**config.mk**
```make
export PLATFORM = sky130hd
export DESIGN_NAME = midi_controller_event_generator_core
export DESIGN_NICKNAME = d
export VERILOG_FILES = /design/src/mceg_pkg.sv /design/src/midi_controller_event_generator_core.sv /design/src/mceg_key_lane.sv /design/src/mceg_axis.sv /design/src/mceg_merge.sv
export SDC_FILE = /design/constraint.sdc
export NUM_CORES = 1
export LEC_CHECK = 0
export BUFFER_PORTS_ARGS = -buffer_cell sky130_fd_sc_hd__buf_4
export CORE_MARGIN = 1.5
export CORE_UTILIZATION = 40
export DETAILED_ROUTE_END_ITERATION = 12
export HOLD_SLACK_MARGIN = 0.1
export SETUP_SLACK_MARGIN = 0.4
export SLEW_MARGIN = 10
export SYNTH_ARGS = -nofsm -noshare
export SYNTH_HDL_FRONTEND = slang
export SYNTH_SLANG_ARGS = --single-unit
```
**constraint.sdc**
```tcl
create_clock -name clk -period 6.95 [get_ports clk]
set_input_delay 0.3475 -clock clk [delete_from_list [all_inputs] [get_ports clk]]
set_output_delay 0.3475 -clock clk [all_outputs]
set_load 0.02 [all_outputs]
```
**src/mceg_pkg.sv**
```systemverilog
// ----------------------------------------------------------------------------
// mceg_pkg
// Shared types, constants and the key note table of the MIDI controller
// event generator.
// ----------------------------------------------------------------------------
package mceg_pkg;

  // Field widths fixed by the item format
  localparam int MASK_BITS = 7;   // key bits carried in one scan
  localparam int AXIS_W    = 16;  // signed Q1.14 joystick sample
  localparam int DZ_W      = 15;  // dead zone register
  localparam int MIDI_W    = 7;   // one MIDI data byte
  localparam int BEND_W    = 14;  // pitch bend value

  localparam logic signed [AXIS_W-1:0] ONE_Q14     = 16'sd16384;
  localparam logic signed [AXIS_W-1:0] MINUS_ONE_Q = -16'sd16384;
  localparam logic [BEND_W-1:0]        BEND_CENTRE = 14'd8192;
  localparam logic [BEND_W:0]          BEND_MAX    = 15'd16383;
  localparam logic [MIDI_W-1:0]        CC_MODULATION = 7'd1;

  // Reset values of the configuration registers
  localparam logic [DZ_W-1:0]   DEADBAND_RST = 15'd819;
  localparam logic [MIDI_W-1:0] VELOCITY_RST = 7'd100;

  // Register select, taken from paddr bit 2
  localparam logic REG_DEADBAND = 1'b0;
  localparam logic REG_VELOCITY = 1'b1;

  typedef enum logic [1:0] {
    KIND_NOTE_ON  = 2'd0,
    KIND_NOTE_OFF = 2'd1,
    KIND_BEND     = 2'd2,
    KIND_CC       = 2'd3
  } evt_kind_t;

  typedef struct packed {
    evt_kind_t         kind;
    logic [MIDI_W-1:0] data1;
    logic [MIDI_W-1:0] data2;
  } evt_t;

  typedef struct packed {
    logic chg;
    evt_t evt;
  } lane_res_t;

  // Fixed note of each key; keys without an input bit default to middle C
  function automatic logic [MIDI_W-1:0] key_note(input int unsigned idx);
    logic [MIDI_W-1:0] n;
    case (idx)
      0:       n = 7'd60;
      1:       n = 7'd62;
      2:       n = 7'd64;
      3:       n = 7'd65;
      4:       n = 7'd61;
      5:       n = 7'd63;
      6:       n = 7'd66;
      default: n = 7'd60;
    endcase
    return n;
  endfunction

endpackage

```
**src/midi_controller_event_generator_core.sv**
```systemverilog
// ----------------------------------------------------------------------------
// midi_controller_event_generator_core
// Turns controller scans (key mask, joystick X/Y) into MIDI note, pitch bend
// and modulation events.
// ----------------------------------------------------------------------------
// Path: a scan item waits in the input register, its events in the event
//   buffer, and each event leaves through the output register.
// Throughput: a scan produces N events, N <= 9; the single output emitter
//   sends one event per cycle while out_tready does not stall it.
// Reset (synchronous, rst_n low): keys released, bend centred at 8192,
//   modulation 0, dead zone 819, velocity 100, all buffers empty.
module midi_controller_event_generator_core #(
  parameter int unsigned KEY_COUNT = 7
) (
  input  logic        clk,
  input  logic        rst_n,
  // scan items
  input  logic        in_tvalid,
  output logic        in_tready,
  input  logic [39:0] in_tdata,   // buttons[6:0], joy_x[22:7], joy_y[38:23], pad
  // event items
  output logic        out_tvalid,
  input  logic        out_tready,
  output logic [15:0] out_tdata,  // data1[6:0], data2[13:7], pad
  output logic [1:0]  out_tuser,  // kind[1:0]
  output logic        out_tlast,
  // configuration
  input  logic        cfg_psel,
  input  logic        cfg_penable,
  input  logic        cfg_pwrite,
  input  logic [2:0]  cfg_paddr,
  input  logic [31:0] cfg_pwdata,
  output logic [31:0] cfg_prdata,
  output logic        cfg_pready
);
  import mceg_pkg::*;

  localparam int unsigned LANES = (KEY_COUNT < MASK_BITS) ? KEY_COUNT : MASK_BITS;
  localparam int unsigned NSLOT = LANES + 2;
  localparam int unsigned SLOT_BEND = LANES;
  localparam int unsigned SLOT_CC   = LANES + 1;

  // configuration registers
  logic [DZ_W-1:0]   deadband_r;
  logic [MIDI_W-1:0] velocity_r;
  logic              cfg_wr;

  // input register
  logic                     s0_valid_r;
  logic [MASK_BITS-1:0]     s0_buttons_r;
  logic signed [AXIS_W-1:0] s0_x_r, s0_y_r;
  logic                     s0_take;

  // scan state
  logic [LANES-1:0]  prev_buttons_r;
  logic [BEND_W-1:0] prev_bend_r;
  logic [MIDI_W-1:0] prev_mod_r;

  logic signed [AXIS_W-1:0] cond_x, cond_y;
  logic signed [AXIS_W:0]   bend_sum;
  logic [BEND_W-1:0]        bend;
  logic [AXIS_W-1:0]        x_off;
  logic [22:0]              mod_prod;
  logic [MIDI_W-1:0]        mod;

  lane_res_t        lane_res [LANES];
  logic [NSLOT-1:0] load_pend;
  evt_t             load_evt [NSLOT];
  logic             buf_free;
  evt_t             out_evt;

  // APB write and read
  assign cfg_pready = 1'b1;
  assign cfg_wr     = cfg_psel && cfg_penable && cfg_pwrite;

  always_ff @(posedge clk) begin
    if (!rst_n) begin
      deadband_r <= DEADBAND_RST;
      velocity_r <= VELOCITY_RST;
    end else if (cfg_wr) begin
      unique case (cfg_paddr[2])
        REG_DEADBAND: deadband_r <= cfg_pwdata[DZ_W-1:0];
        REG_VELOCITY: velocity_r <= cfg_pwdata[MIDI_W-1:0];
        default:      ;
      endcase
    end
  end

  always_comb begin
    unique case (cfg_paddr[2])
      REG_DEADBAND: cfg_prdata = {17'd0, deadband_r};
      REG_VELOCITY: cfg_prdata = {25'd0, velocity_r};
      default:      cfg_prdata = '0;
    endcase
  end

  // input register, emptied when the scan moves into the event buffer
  assign s0_take   = s0_valid_r && buf_free;
  assign in_tready = !s0_valid_r || s0_take;

  always_ff @(posedge clk) begin
    if (!rst_n) begin
      s0_valid_r <= 1'b0;
    end else if (in_tready) begin
      s0_valid_r <= in_tvalid;
    end
  end

  always_ff @(posedge clk) begin
    if (in_tready && in_tvalid) begin
      s0_buttons_r <= in_tdata[6:0];
      s0_x_r       <= in_tdata[22:7];
      s0_y_r       <= in_tdata[38:23];
    end
  end

  // key lanes
  for (genvar g = 0; g < LANES; g++) begin : g_lane
    mceg_key_lane #(.LANE_IDX(g)) u_lane (
      .cur      (s0_buttons_r[g]),
      .prev     (prev_buttons_r[g]),
      .velocity (velocity_r),
      .res      (lane_res[g])
    );
  end

  // joystick axes
  mceg_axis u_axis_x (.raw(s0_x_r), .deadband(deadband_r), .cond(cond_x));
  mceg_axis u_axis_y (.raw(s0_y_r), .deadband(deadband_r), .cond(cond_y));

  // bend = 8192 + floor(y/2), capped; modulation = (x+1.0)*127 >> 15
  always_comb begin
    bend_sum = 17'(cond_y >>> 1) + 17'(signed'({1'b0, BEND_CENTRE}));
    bend     = (bend_sum > 17'(signed'({1'b0, BEND_MAX}))) ? BEND_MAX[BEND_W-1:0]
                                                          : bend_sum[BEND_W-1:0];
    x_off    = 16'(cond_x + ONE_Q14);
    mod_prod = {x_off, 7'd0} - {7'd0, x_off};
    mod      = mod_prod[21:15];
  end

  // slot list: keys in index order, then bend, then modulation
  always_comb begin
    for (int i = 0; i < LANES; i++) begin
      load_pend[i] = lane_res[i].chg;
      load_evt[i]  = lane_res[i].evt;
    end
    load_pend[SLOT_BEND]      = (bend != prev_bend_r);
    load_evt[SLOT_BEND].kind  = KIND_BEND;
    load_evt[SLOT_BEND].data1 = bend[MIDI_W-1:0];
    load_evt[SLOT_BEND].data2 = bend[BEND_W-1:MIDI_W];
    load_pend[SLOT_CC]        = (mod != prev_mod_r);
    load_evt[SLOT_CC].kind    = KIND_CC;
    load_evt[SLOT_CC].data1   = CC_MODULATION;
    load_evt[SLOT_CC].data2   = mod;
  end

  // scan state follows each scan as it enters the buffer
  always_ff @(posedge clk) begin
    if (!rst_n) begin
      prev_buttons_r <= '0;
      prev_bend_r    <= BEND_CENTRE;
      prev_mod_r     <= '0;
    end else if (s0_take) begin
      prev_buttons_r <= s0_buttons_r[LANES-1:0];
      prev_bend_r    <= bend;
      prev_mod_r     <= mod;
    end
  end

  mceg_merge #(.NSLOT(NSLOT)) u_merge (
    .clk       (clk),
    .rst_n     (rst_n),
    .load      (s0_take),
    .load_pend (load_pend),
    .load_evt  (load_evt),
    .buf_free  (buf_free),
    .out_valid (out_tvalid),
    .out_ready (out_tready),
    .out_evt   (out_evt),
    .out_last  (out_tlast)
  );

  assign out_tdata = {2'b00, out_evt.data2, out_evt.data1};
  assign out_tuser = out_evt.kind;

  a_s0_hold: assert property (@(posedge clk) disable iff (!rst_n)
    s0_valid_r && !s0_take |=> s0_valid_r && $stable(s0_buttons_r) && $stable(s0_y_r))
    else $error("waiting scan item lost or changed");

  a_ready_when_empty: assert property (@(posedge clk) disable iff (!rst_n)
    !s0_valid_r |-> in_tready)
    else $error("empty input register refuses an item");

endmodule

```
**src/mceg_key_lane.sv**
```systemverilog
// ----------------------------------------------------------------------------
// mceg_key_lane
// One key: compares the new pressed state with the stored one and forms the
// note-on or note-off event.
// ----------------------------------------------------------------------------
module mceg_key_lane #(
  parameter int unsigned LANE_IDX = 0
) (
  input  logic                       cur,
  input  logic                       prev,
  input  logic [mceg_pkg::MIDI_W-1:0] velocity,
  output mceg_pkg::lane_res_t        res
);
  import mceg_pkg::*;

  // press gives note-on at the set velocity, release note-off at zero
  always_comb begin
    res.chg       = cur ^ prev;
    res.evt.kind  = cur ? KIND_NOTE_ON : KIND_NOTE_OFF;
    res.evt.data1 = key_note(LANE_IDX);
    res.evt.data2 = cur ? velocity : '0;
  end

endmodule

```
**src/mceg_axis.sv**
```systemverilog
// ----------------------------------------------------------------------------
// mceg_axis
// Joystick axis conditioning: dead zone, then clamp to +-1.0 (Q1.14).
// ----------------------------------------------------------------------------
module mceg_axis (
  input  logic signed [mceg_pkg::AXIS_W-1:0] raw,
  input  logic [mceg_pkg::DZ_W-1:0]          deadband,
  output logic signed [mceg_pkg::AXIS_W-1:0] cond
);
  import mceg_pkg::*;

  logic signed [AXIS_W:0] s_ext;
  logic [AXIS_W:0]        mag;

  // magnitude needs one extra bit for full-scale negative
  always_comb begin
    s_ext = {raw[AXIS_W-1], raw};
    mag   = s_ext[AXIS_W] ? 17'(-s_ext) : 17'(s_ext);
    if (mag <= {2'b00, deadband}) begin
      cond = '0;
    end else if (raw > ONE_Q14) begin
      cond = ONE_Q14;
    end else if (raw < MINUS_ONE_Q) begin
      cond = MINUS_ONE_Q;
    end else begin
      cond = raw;
    end
  end

endmodule

```
**src/mceg_merge.sv**
```systemverilog
// ----------------------------------------------------------------------------
// mceg_merge
// Event buffer and emitter: holds the events of one scan and sends them out one
// per cycle while out_ready allows, lowest slot first, via the output register.
// ----------------------------------------------------------------------------
module mceg_merge #(
  parameter int unsigned NSLOT = 9
) (
  input  logic                 clk,
  input  logic                 rst_n,
  input  logic                 load,
  input  logic [NSLOT-1:0]     load_pend,
  input  mceg_pkg::evt_t       load_evt [NSLOT],
  output logic                 buf_free,
  output logic                 out_valid,
  input  logic                 out_ready,
  output mceg_pkg::evt_t       out_evt,
  output logic                 out_last
);
  import mceg_pkg::*;

  logic [NSLOT-1:0] pend_r, pend_nxt;
  logic [NSLOT-1:0] pick;
  logic [NSLOT-1:0] pend_after;
  logic [NSLOT-1:0] pend_left;
  evt_t             slot_r [NSLOT];
  evt_t             sel_evt;
  logic             found;
  logic             emit;
  logic             out_valid_r;
  evt_t             out_evt_r;
  logic             out_last_r;

  // lowest pending slot and its event
  always_comb begin
    pick    = '0;
    found   = 1'b0;
    sel_evt = '0;
    for (int i = 0; i < NSLOT; i++) begin
      if (pend_r[i] && !found) begin
        pick[i] = 1'b1;
        found   = 1'b1;
      end
      sel_evt = sel_evt | (pick[i] ? slot_r[i] : '0);
    end
  end

  // emit when the output register is free or being taken
  always_comb begin
    emit       = (|pend_r) && (!out_valid_r || out_ready);
    pend_left  = pend_r & ~pick;
    pend_after = emit ? pend_left : pend_r;
    buf_free   = (pend_after == '0);
    pend_nxt   = load ? load_pend : pend_after;
  end

  always_ff @(posedge clk) begin
    if (!rst_n) begin
      pend_r      <= '0;
      out_valid_r <= 1'b0;
    end else begin
      pend_r <= pend_nxt;
      if (emit) begin
        out_valid_r <= 1'b1;
      end else if (out_ready) begin
        out_valid_r <= 1'b0;
      end
    end
  end

  // payload
  always_ff @(posedge clk) begin
    if (load) begin
      for (int i = 0; i < NSLOT; i++) begin
        slot_r[i] <= load_evt[i];
      end
    end
    if (emit) begin
      out_evt_r  <= sel_evt;
      out_last_r <= (pend_left == '0);
    end
  end

  assign out_valid = out_valid_r;
  assign out_evt   = out_evt_r;
  assign out_last  = out_last_r;

  a_pick_single: assert property (@(posedge clk) disable iff (!rst_n)
    $onehot0(pick))
    else $error("emitter picked more than one slot");

  a_no_idle_stall: assert property (@(posedge clk) disable iff (!rst_n)
    (pend_r != '0) && !out_valid_r |=> out_valid_r)
    else $error("pending event not moved to free output register");

endmodule

```
==> impl_metrics.ini, run 1 <==
[run_status]
status = complete, no violations

[placement]
place_inst = 1396
routabilityCongestion = 0.847
place_hpwl_um = 17300
port-buffer-count = 95

[setup_path]
crit_chain = or4_4, or3_1, or3_1, nand2_1, xnor2_1, ha_1, nand3_1, nor4_1, nand2_1, nand2_1, o31ai_1, and2_1, ha_1, nand4_1, nor4_1, a31oi_2, o311a_1, a311oi_1, a31oi_1
cp_common_cell = nand2_1
crit_fanout = 12
cp-end-kind = register
cp_slowest_cell = or4_4
cpPeakStageDelay_ns = 0.62
cp-start-kind = register
critPathRequiredTime_ns = 7.25
worstSetupPathType = reg -> reg
arrival_ns = 6.45

[flow_run]
drv_cap = 0

[floorplanning]
initial_core_util_pct = 40.5
die_width_um = 165
ios = 136
die_h_um = 165
row_count = 59
dieArea_sq_um = 27200
core_area_sq_um = 25900

[logic_synthesis]
ys_async_sr_fraction_pct = 0
yosys_register_bits = 194
netlist_area_sq_um = 10500
synth_area_per_cell_sq_um = 10.2
synth_warnings = 0
syn_inst = 1026
yosysSeqAreaShare_pct = 49.6
ys_types = 79
synth_ff_type = edfxtp_1
synth_edf_count = 133

[power]
power.switching_uw = 1650
power_frac_clock_pct = 21.6
p_per_area_nw_per_um2 = 358
p_leak_uw = 0.00477
intPower_uw = 2760
pwr-share-comb_pct = 36.3
switching_share_pct = 37.4
ir_worst_vdd_uv = 153
seqPwrFrac_pct = 42.2

[sta]
tns_ns = 0
setup_violations = 0
finalCritPeriodShare_pct = 88.5
worst_pin_slew_ns = 1.03
fmax_mhz = 163
slew_viol_final = 0
fin_crit_ns = 6.15
finalHoldViolCount = 0
rsz0062_at_grt = true
slew_headroom_pct = 31.5
whs_ns = 0.133
fin_skew_ns = 0.0141

[clock_network]
clock_path_buffers = 2
clk_pin_slew_ns = 0.08
clk_latency_ns = 0.44
cts_num_sinks = 194
tritoncts = yes
cts_inserted_buffers = 17
cts_setup_buffers = 0
cts_root_buffer = clkbuf_16
htree_levels = 4

[drt]
maxUsedRoutingLayer = met4
drc = 0
drt_iter0_drc = 459
ant_nets = 0
vias_per_cell = 5.22
met2_length_um = 12000
routed_wl_um = 24500
first_pass_iters = 5
routed-wl-met3_um = 925
drt-met1-wl_um = 11300
num_vias = 7664
wire_per_inst_um = 16.7

[cells_and_area]
syn_to_final_growth_pct = 17.3
multi_input_area_sq_um = 4790
num_antenna_cells = 0
layout-drive-gt1-share_pct = 14.4
layout_commonest_cell = nand2_1
fin_nets = 1243
final_cell_mix = nand2_1, edfxtp_1, buf_4
n_fill_cell = 2372
ff_latch_area_sq_um = 5220
fin_cells = 1467

[grt]
grt_pass1_vias = 7097
grt_max_degree = 62
grt_pass1_wl_um = 38400
antenna_found_initial = 0
grt_use_total_pct = 18.6
grt-ovfl-total = 0

[worst_hold_path]
hold_path_class = in -> reg
worst max-delay path: cells and delay by family, from the launching register on:
| kind | cells | cell delay, ns |
|---|---|---|
| flops | 1 | 0.59 |
| compound gates | 5 | 1.33 |
| fa+ha+maj | 2 | 0.62 |
| xor+xnor | 1 | 0.08 |
| simple gates | 11 | 3.39 |
per-layer routing:
layer	track usage (%)	vias up
met1	24.4	3627
met5	0	-
met4	5.49	0
li1	-	3853
met3	2.92	22
met2	31.4	162
cells in the mapped netlist, drive strengths merged, types with 3 or more instances:
library cell	number	area share [%]
buf	35	2.4
a21o	6	0.43
a22oi	24	1.7
nand2	144	5.1
mux2i	14	1.3
a31oi	9	0.60
xnor2	31	2.6
ha	42	5.0
inv	44	1.6
o31ai	13	0.93
nand4	25	1.5
nor2	39	1.4
a21oi	20	1.1
a211oi	6	0.55
and2	61	3.6
a21boi	29	2.1
o21ai	34	1.6
nand3	18	0.86
nor2b	24	1.4
nor4	7	0.48
nor4b	3	0.25
a221oi	8	0.67
o21a	3	0.21
nor3b	6	0.43
o211a	5	0.48
or4	8	0.68
nand2b	10	0.60
or2	10	0.60
o211ai	5	0.36
edfxtp	133	38
clkbuf	50	1.8
nor3	6	0.29
and4b	4	0.38
or3	8	0.52
and3	17	1.1
xor2	13	1.1
dfxtp	61	12
nand3b	3	0.21
what timing repair did:
action | 4_1_cts | 5_1_grt
setup endpoints to repair | 0 | 2
hold buffers | 39 | 0
resized for setup | 0 | 4
endpoints found under the hold margin | 39 | 0
kinds of logic after synthesis:
kind of cell             share of synthesized area (%)
other                                           0.0715
multiplexers                                      1.55
flip-flops                                        49.6
AO/OA/AOI/OAI                                     13.7
buffers and inverters                             5.73
AND/OR/NAND/NOR                                   20.2
adder cells (fa/ha/maj)                           5.19
XOR/XNOR                                          3.88
layout make-up:
type / count / share of cell area (%)
repair buffers: 141 / 9.38
clock buffers: 18 / 3.48
flip-flops and latches: 194 / 42.3
multi-input cells: 721 / 38.9
inverters: 44 / 1.36
clock inverters: 14 / 1.16
well taps: 335 / 3.40
sequential cells by signal, summed over array words and instances, names as in the netlist:
signal and cells:
u_merge.out_valid 1, u_merge.slot_r 77, velocity_r 7, u_merge.pend_r 9
s0_buttons_r 7, s0_valid_r 1, prev_buttons_r 7, u_merge.out_last 1
s0_y_r 16, prev_bend_r 14, u_merge.out_evt 16, s0_x_r 16
deadband_r 15, prev_mod_r 7
power by group through the flow:
stage / registers [uW] / logic, uW / clock network [uW]
3_5_place_dp: 1880 / 1580 / 0
4_1_cts: 1860 / 1600 / 969
6_report: 1860 / 1600 / 950
5_1_grt: 1890 / 1780 / 1020
3_3_place_gp: 1880 / 1560 / 0
2_1_floorplan: 1840 / 1160 / 0
stage by stage:
step | worst slack (ns) | power [uW] | cell area, sq um | utilization, %
floorplan | 1.71 | 2990 | 10600 | -
global placement | 0.911 | 3430 | 11300 | 43.7
detailed placement | 0.880 | 3460 | 11300 | 43.7
CTS | 0.822 | 4430 | 12300 | 47.5
global route | 0.372 | 4690 | 12300 | 47.6
finish | 0.802 | 4410 | 12300 | 47.6
final timing paths:
path,startpoint,slack [ns],cells past startpoint,end
worst max-delay path,s0_y_r[7],0.80,19,u_merge.pend_r[7]
worst min-delay path,cfg_pwdata[8],0.13,3,deadband_r[8]
worst max register to register,s0_y_r[7],0.80,19,u_merge.pend_r[7]
worst min register to register,deadband_r[12],0.47,2,deadband_r[12]
Note: power is estimated with default switching activity, not from simulation.
==> run 2, diff against run 1 <==
Settings changed: CTS_BUF_LIST set to sky130_fd_sc_hd__clkbuf_8.
==> run 2 against run 1 <==
Final area fell by 0.82%. Utilization shrank 0.39 points. Setup slack better by 0.020 ns. Combinational power barely moved. Critical endpoint unchanged. Global-route usage grew 0.11 points. Non-clock buffer count is 9 higher. Via count increased by 1.3%. Total power is 5.5% lower. Largest power group unchanged. First-iteration DRC count rose by 5.9%.
==> impl_metrics.ini, run 2 (synthesis results as in run 1) <==
[run_status]
status = complete, no violations

[power]
ir_worst_vdd_uv = 149
power.switching_uw = 1620
p_leak_uw = 0.00473
p_per_area_nw_per_um2 = 341
switching_share_pct = 38.8
power_frac_clock_pct = 17.0
seqPwrFrac_pct = 44.6
pwr-share-comb_pct = 38.4
intPower_uw = 2550

[grt]
grt_pass1_vias = 7178
grt_max_degree = 62
grt_use_total_pct = 18.7
antenna_found_initial = 0
grt-ovfl-total = 0
grt_pass1_wl_um = 38500

[floorplanning]
die_width_um = 165
core_area_sq_um = 25900
initial_core_util_pct = 40.5
dieArea_sq_um = 27200
ios = 136
die_h_um = 165
row_count = 59

[sta]
finalWorstSetupSlack_ns = 0.822
fmax_mhz = 163
slew_headroom_pct = 30.3
worst_pin_slew_ns = 1.04
finalHoldViolCount = 0
fin_skew_ns = 0.0168
whs_ns = 0.116
finalCritPeriodShare_pct = 88.2
fin_crit_ns = 6.13
setup_violations = 0
rsz0062_at_grt = true
slew_viol_final = 0
tns_ns = 0

[placement]
place_hpwl_um = 17300
routabilityCongestion = 0.847
port-buffer-count = 95
pre_cts_ws_ns = 0.880

[clock_network]
htree_levels = 4
clock_path_buffers = 2
clk_pin_slew_ns = 0.11
cts_inserted_buffers = 17
cts_num_sinks = 194
cts_setup_buffers = 0
tritoncts = yes
cts_root_buffer = clkbuf_8
clk_latency_ns = 0.48

[cells_and_area]
layout-drive-gt1-share_pct = 14.3
syn_to_final_growth_pct = 16.3
largest_reg_flops = 77
fin_util_pct = 47.2
final_cell_mix = nand2_1, edfxtp_1, buf_4
num_antenna_cells = 0
fin_nets = 1252
layout_commonest_cell = nand2_1
top_register = u_merge.slot_r

[drt]
drc = 0
routed_wl_um = 24600
vias_per_cell = 5.26
first_pass_iters = 4
drt_iter0_drc = 486
ant_nets = 0
wire_per_inst_um = 16.7
num_vias = 7765

[setup_path]
cp-start-kind = register
critPathRequiredTime_ns = 7.30
crit_fanout = 12
worstSetupPathType = reg -> reg
arrival_ns = 6.48
cp-end-kind = register

[worst_hold_path]
hold_path_class = in -> reg

[flow_run]
drv_cap = 0
[run 2: layout make-up]
class	count	area, sq um
repair buffers	150	1250
fillers	2386	13700
clock buffers	17	234
clock inverters	15	146
inverters	44	168
multi-input cells	721	4790
well taps	335	419
flip-flops and latches	194	5220
[run 2: through the flow]
stage	instances	power (uW)	cell area [sq um]
after floorplan	1044	2990	10600
after global placement	1396	3430	11300
after detailed placement	1396	3460	11300
after global routing	1476	4450	12200
after CTS	1476	4190	12200
final	1476	4160	12200
[run 2: path summary, 6_finish.rpt]
| check | startpoint | end | slack (ns) | depth (start not counted) |
|---|---|---|---|---|
| hold reg to reg | deadband_r[10] | deadband_r[10] | 0.47 | 2 |
| setup reg to reg | s0_y_r[7] | u_merge.pend_r[7] | 0.82 | 19 |
| hold / removal | cfg_pwdata[14] | deadband_r[14] | 0.12 | 3 |
| setup / recovery | s0_y_r[7] | u_merge.pend_r[7] | 0.82 | 19 |
[run 2: repair_timing]
item,CTS,global route
hold endpoints to repair,49,0
hold buffers,48,0
gates resized for setup,0,4
setup endpoints to repair,0,2
[run 2: power groups by stage]
stage / registers, uW / clock network [uW] / logic (uW)
CTS: 1860 / 728 / 1610
global route: 1890 / 777 / 1780
floorplan: 1840 / 0 / 1160
finish: 1860 / 710 / 1600
global placement: 1880 / 0 / 1560
detailed placement: 1880 / 0 / 1580
[run 2: critical path, cell delays in order (launching register included)]
cell	delay (ns)
edfxtp_1	0.60
or4_4	0.62
or3_1	0.33
or3_1	0.40
nand2_1	0.10
xnor2_1	0.08
ha_1	0.31
nand3_1	0.14
nor4_1	0.49
nand2_1	0.37
nand2_1	0.15
o31ai_1	0.07
and2_1	0.17
ha_1	0.31
nand4_1	0.10
nor4_1	0.50
a31oi_2	0.34
o311a_1	0.43
a311oi_1	0.35
a31oi_1	0.14
[run 2: metal layers]
metal / share of wire, % / track usage, % / vias up / routed length, um
met5: 0 / 0 / - / 0
met4: 1.6 / 5.73 / 0 / 397
met3: 4.3 / 2.92 / 26 / 1050
met2: 49 / 31.7 / 166 / 12100
met1: 45 / 24.4 / 3712 / 11100
li1: - / - / 3861 / -
==> run 3, diff against run 2 <==
Settings changed: CORE_UTILIZATION 40 to 58, PLACE_DENSITY set to 0.8.
==> run 3 against run 2 <==
Die area decreased by 31%. Final area decreased by 1.2%. Sequential cell count unchanged. Routed wire length decreased by 3.3%. Clock skew decreased by 0.0043 ns. Sequential share of layout area increased by 0.52 points. Utilization increased by 21 points. Non-clock buffer count decreased by 3. Maximum frequency increased by 0.96%. Highest routed layer unchanged.
==> impl_metrics.ini, run 3 (synthesis results as in run 1) <==
[run_status]
status = complete, no violations

[clock_network]
clk_pin_slew_ns = 0.10
cts_num_sinks = 194
tritoncts = yes
clk_latency_ns = 0.46
htree_levels = 4
cts_inserted_buffers = 17
cts_root_buffer = clkbuf_8
clock_path_buffers = 2

[cells_and_area]
num_antenna_cells = 0
top_register = u_merge.slot_r
n_fill_cell = 1334
fin_cells = 1367
layout-drive-gt1-share_pct = 14.1
syn_to_final_growth_pct = 14.9
fin_nets = 1249
design_area_sq_um = 12100
largest_reg_flops = 77
layout_commonest_cell = nand2_1
final_cell_mix = nand2_1, edfxtp_1, buf_4

[floorplanning]
core_area_sq_um = 17800
row_count = 49
dieArea_sq_um = 18900
ios = 136
die_h_um = 138
initial_core_util_pct = 58.9
die_width_um = 138

[worst_hold_path]
hold_path_class = in -> reg

[drt]
first_pass_iters = 5
ant_nets = 0
drt_iter0_drc = 489
maxUsedRoutingLayer = met4
drt-met1-wl_um = 9570
met2_length_um = 12000
wire_per_inst_um = 17.4
routed-wl-met3_um = 1620
drc = 0
num_vias = 7967
routed_wl_um = 23800
vias_per_cell = 5.83

[power]
pwr-share-comb_pct = 37.6
ir_worst_vdd_uv = 183
power.switching_uw = 1580
p_leak_uw = 0.00472
switching_share_pct = 37.7
intPower_uw = 2610
power_frac_clock_pct = 18.0
seqPwrFrac_pct = 44.4
p_per_area_nw_per_um2 = 347

[setup_path]
arrival_ns = 6.41
critPathRequiredTime_ns = 7.29
crit_fanout = 12
cp-end-kind = register
worstSetupPathType = reg -> reg
cp-start-kind = register

[sta]
finalCritPeriodShare_pct = 87.3
finalHoldViolCount = 0
slew_viol_final = 0
fin_crit_ns = 6.07
worst_pin_slew_ns = 1.10
setup_violations = 0
fin_skew_ns = 0.0125
fmax_mhz = 165
slew_headroom_pct = 26.6
rsz0062_at_grt = false
tns_ns = 0

[placement]
placed_area_sq_um = 11200
place_hpwl_um = 16000
place_inst = 1289
port-buffer-count = 95
routabilityCongestion = 0.907

[grt]
grt_max_degree = 73
grt-ovfl-total = 0
grt_pass1_vias = 7499
antenna_found_initial = 0
grt_pass1_wl_um = 37600
grt_use_total_pct = 26.4

[flow_run]
drv_cap = 0
run 3: cell type report:
cell class,instances,area (sq um),area share [%]
clock buffer,17,234,1.94
clock inverter,15,175,1.45
sequential,194,5220,43.2
timing repair buffer,147,1220,10.1
tap,229,287,2.37
inverter,44,168,1.39
multi-input combinational,721,4780,39.6
run 3: critical path, cell delays in order (launching register included):
cell and delay [ns]:
edfxtp_1 0.57, or4_4 0.61, or3_1 0.33, or3_1 0.40, nand2_1 0.10, xnor2_1 0.08, ha_1 0.31, nand3_1 0.12
nor4_1 0.47, o31ai_1 0.16, o2111ai_1 0.35, a31o_2 0.28, inv_1 0.04, ha_1 0.29, nand4_1 0.09, nor4_1 0.35
a31oi_1 0.43, o311a_1 0.49, a311oi_1 0.33, a31oi_1 0.13
run 3: path summary, 6_finish.rpt:
kind	startpoint	depth (start not counted)	endpoint	slack, ns
worst min-delay path	cfg_pwdata[12]	3	deadband_r[12]	0.14
worst max-delay path	s0_y_r[7]	19	u_merge.pend_r[7]	0.88
worst max register to register	s0_y_r[7]	19	u_merge.pend_r[7]	0.88
worst min register to register	deadband_r[12]	2	deadband_r[12]	0.47
run 3: stage by stage:
step                setup slack (ns)  total power [uW]  hold slack, ns  utilization (%)
floorplan                       1.71              2990           0.443                -
detailed placement             0.875              3420           0.458             62.7
finish                         0.880              4190           0.138             67.7
global route                   0.443              4450           0.121             67.7
global placement                1.00              3370           0.451             62.7
CTS                            0.841              4190           0.108             67.6
run 3: metal layers:
layer | vias up | global-route usage (%)
li1 | 3847 | -
met1 | 3789 | 32.4
met2 | 296 | 45.9
met3 | 35 | 4.86
met4 | 0 | 10.8
met5 | - | 0
run 3: repair_timing:
item / 4_1_cts / 5_1_grt
gates resized for setup: 0 / 2
hold buffers: 46 / 0
endpoints found under the hold margin: 47 / 0
buffers inserted: 0 / 0
endpoints found under the setup margin: 0 / 1
run 3: power by group through the flow:
| stage | Combinational, uW | Clock [uW] | Sequential (uW) |
|---|---|---|---|
| 2_1_floorplan | 1160 | 0 | 1840 |
| 3_3_place_gp | 1500 | 0 | 1870 |
| 3_5_place_dp | 1540 | 0 | 1880 |
| 4_1_cts | 1570 | 764 | 1860 |
| 5_1_grt | 1740 | 810 | 1900 |
| 6_report | 1570 | 753 | 1860 |
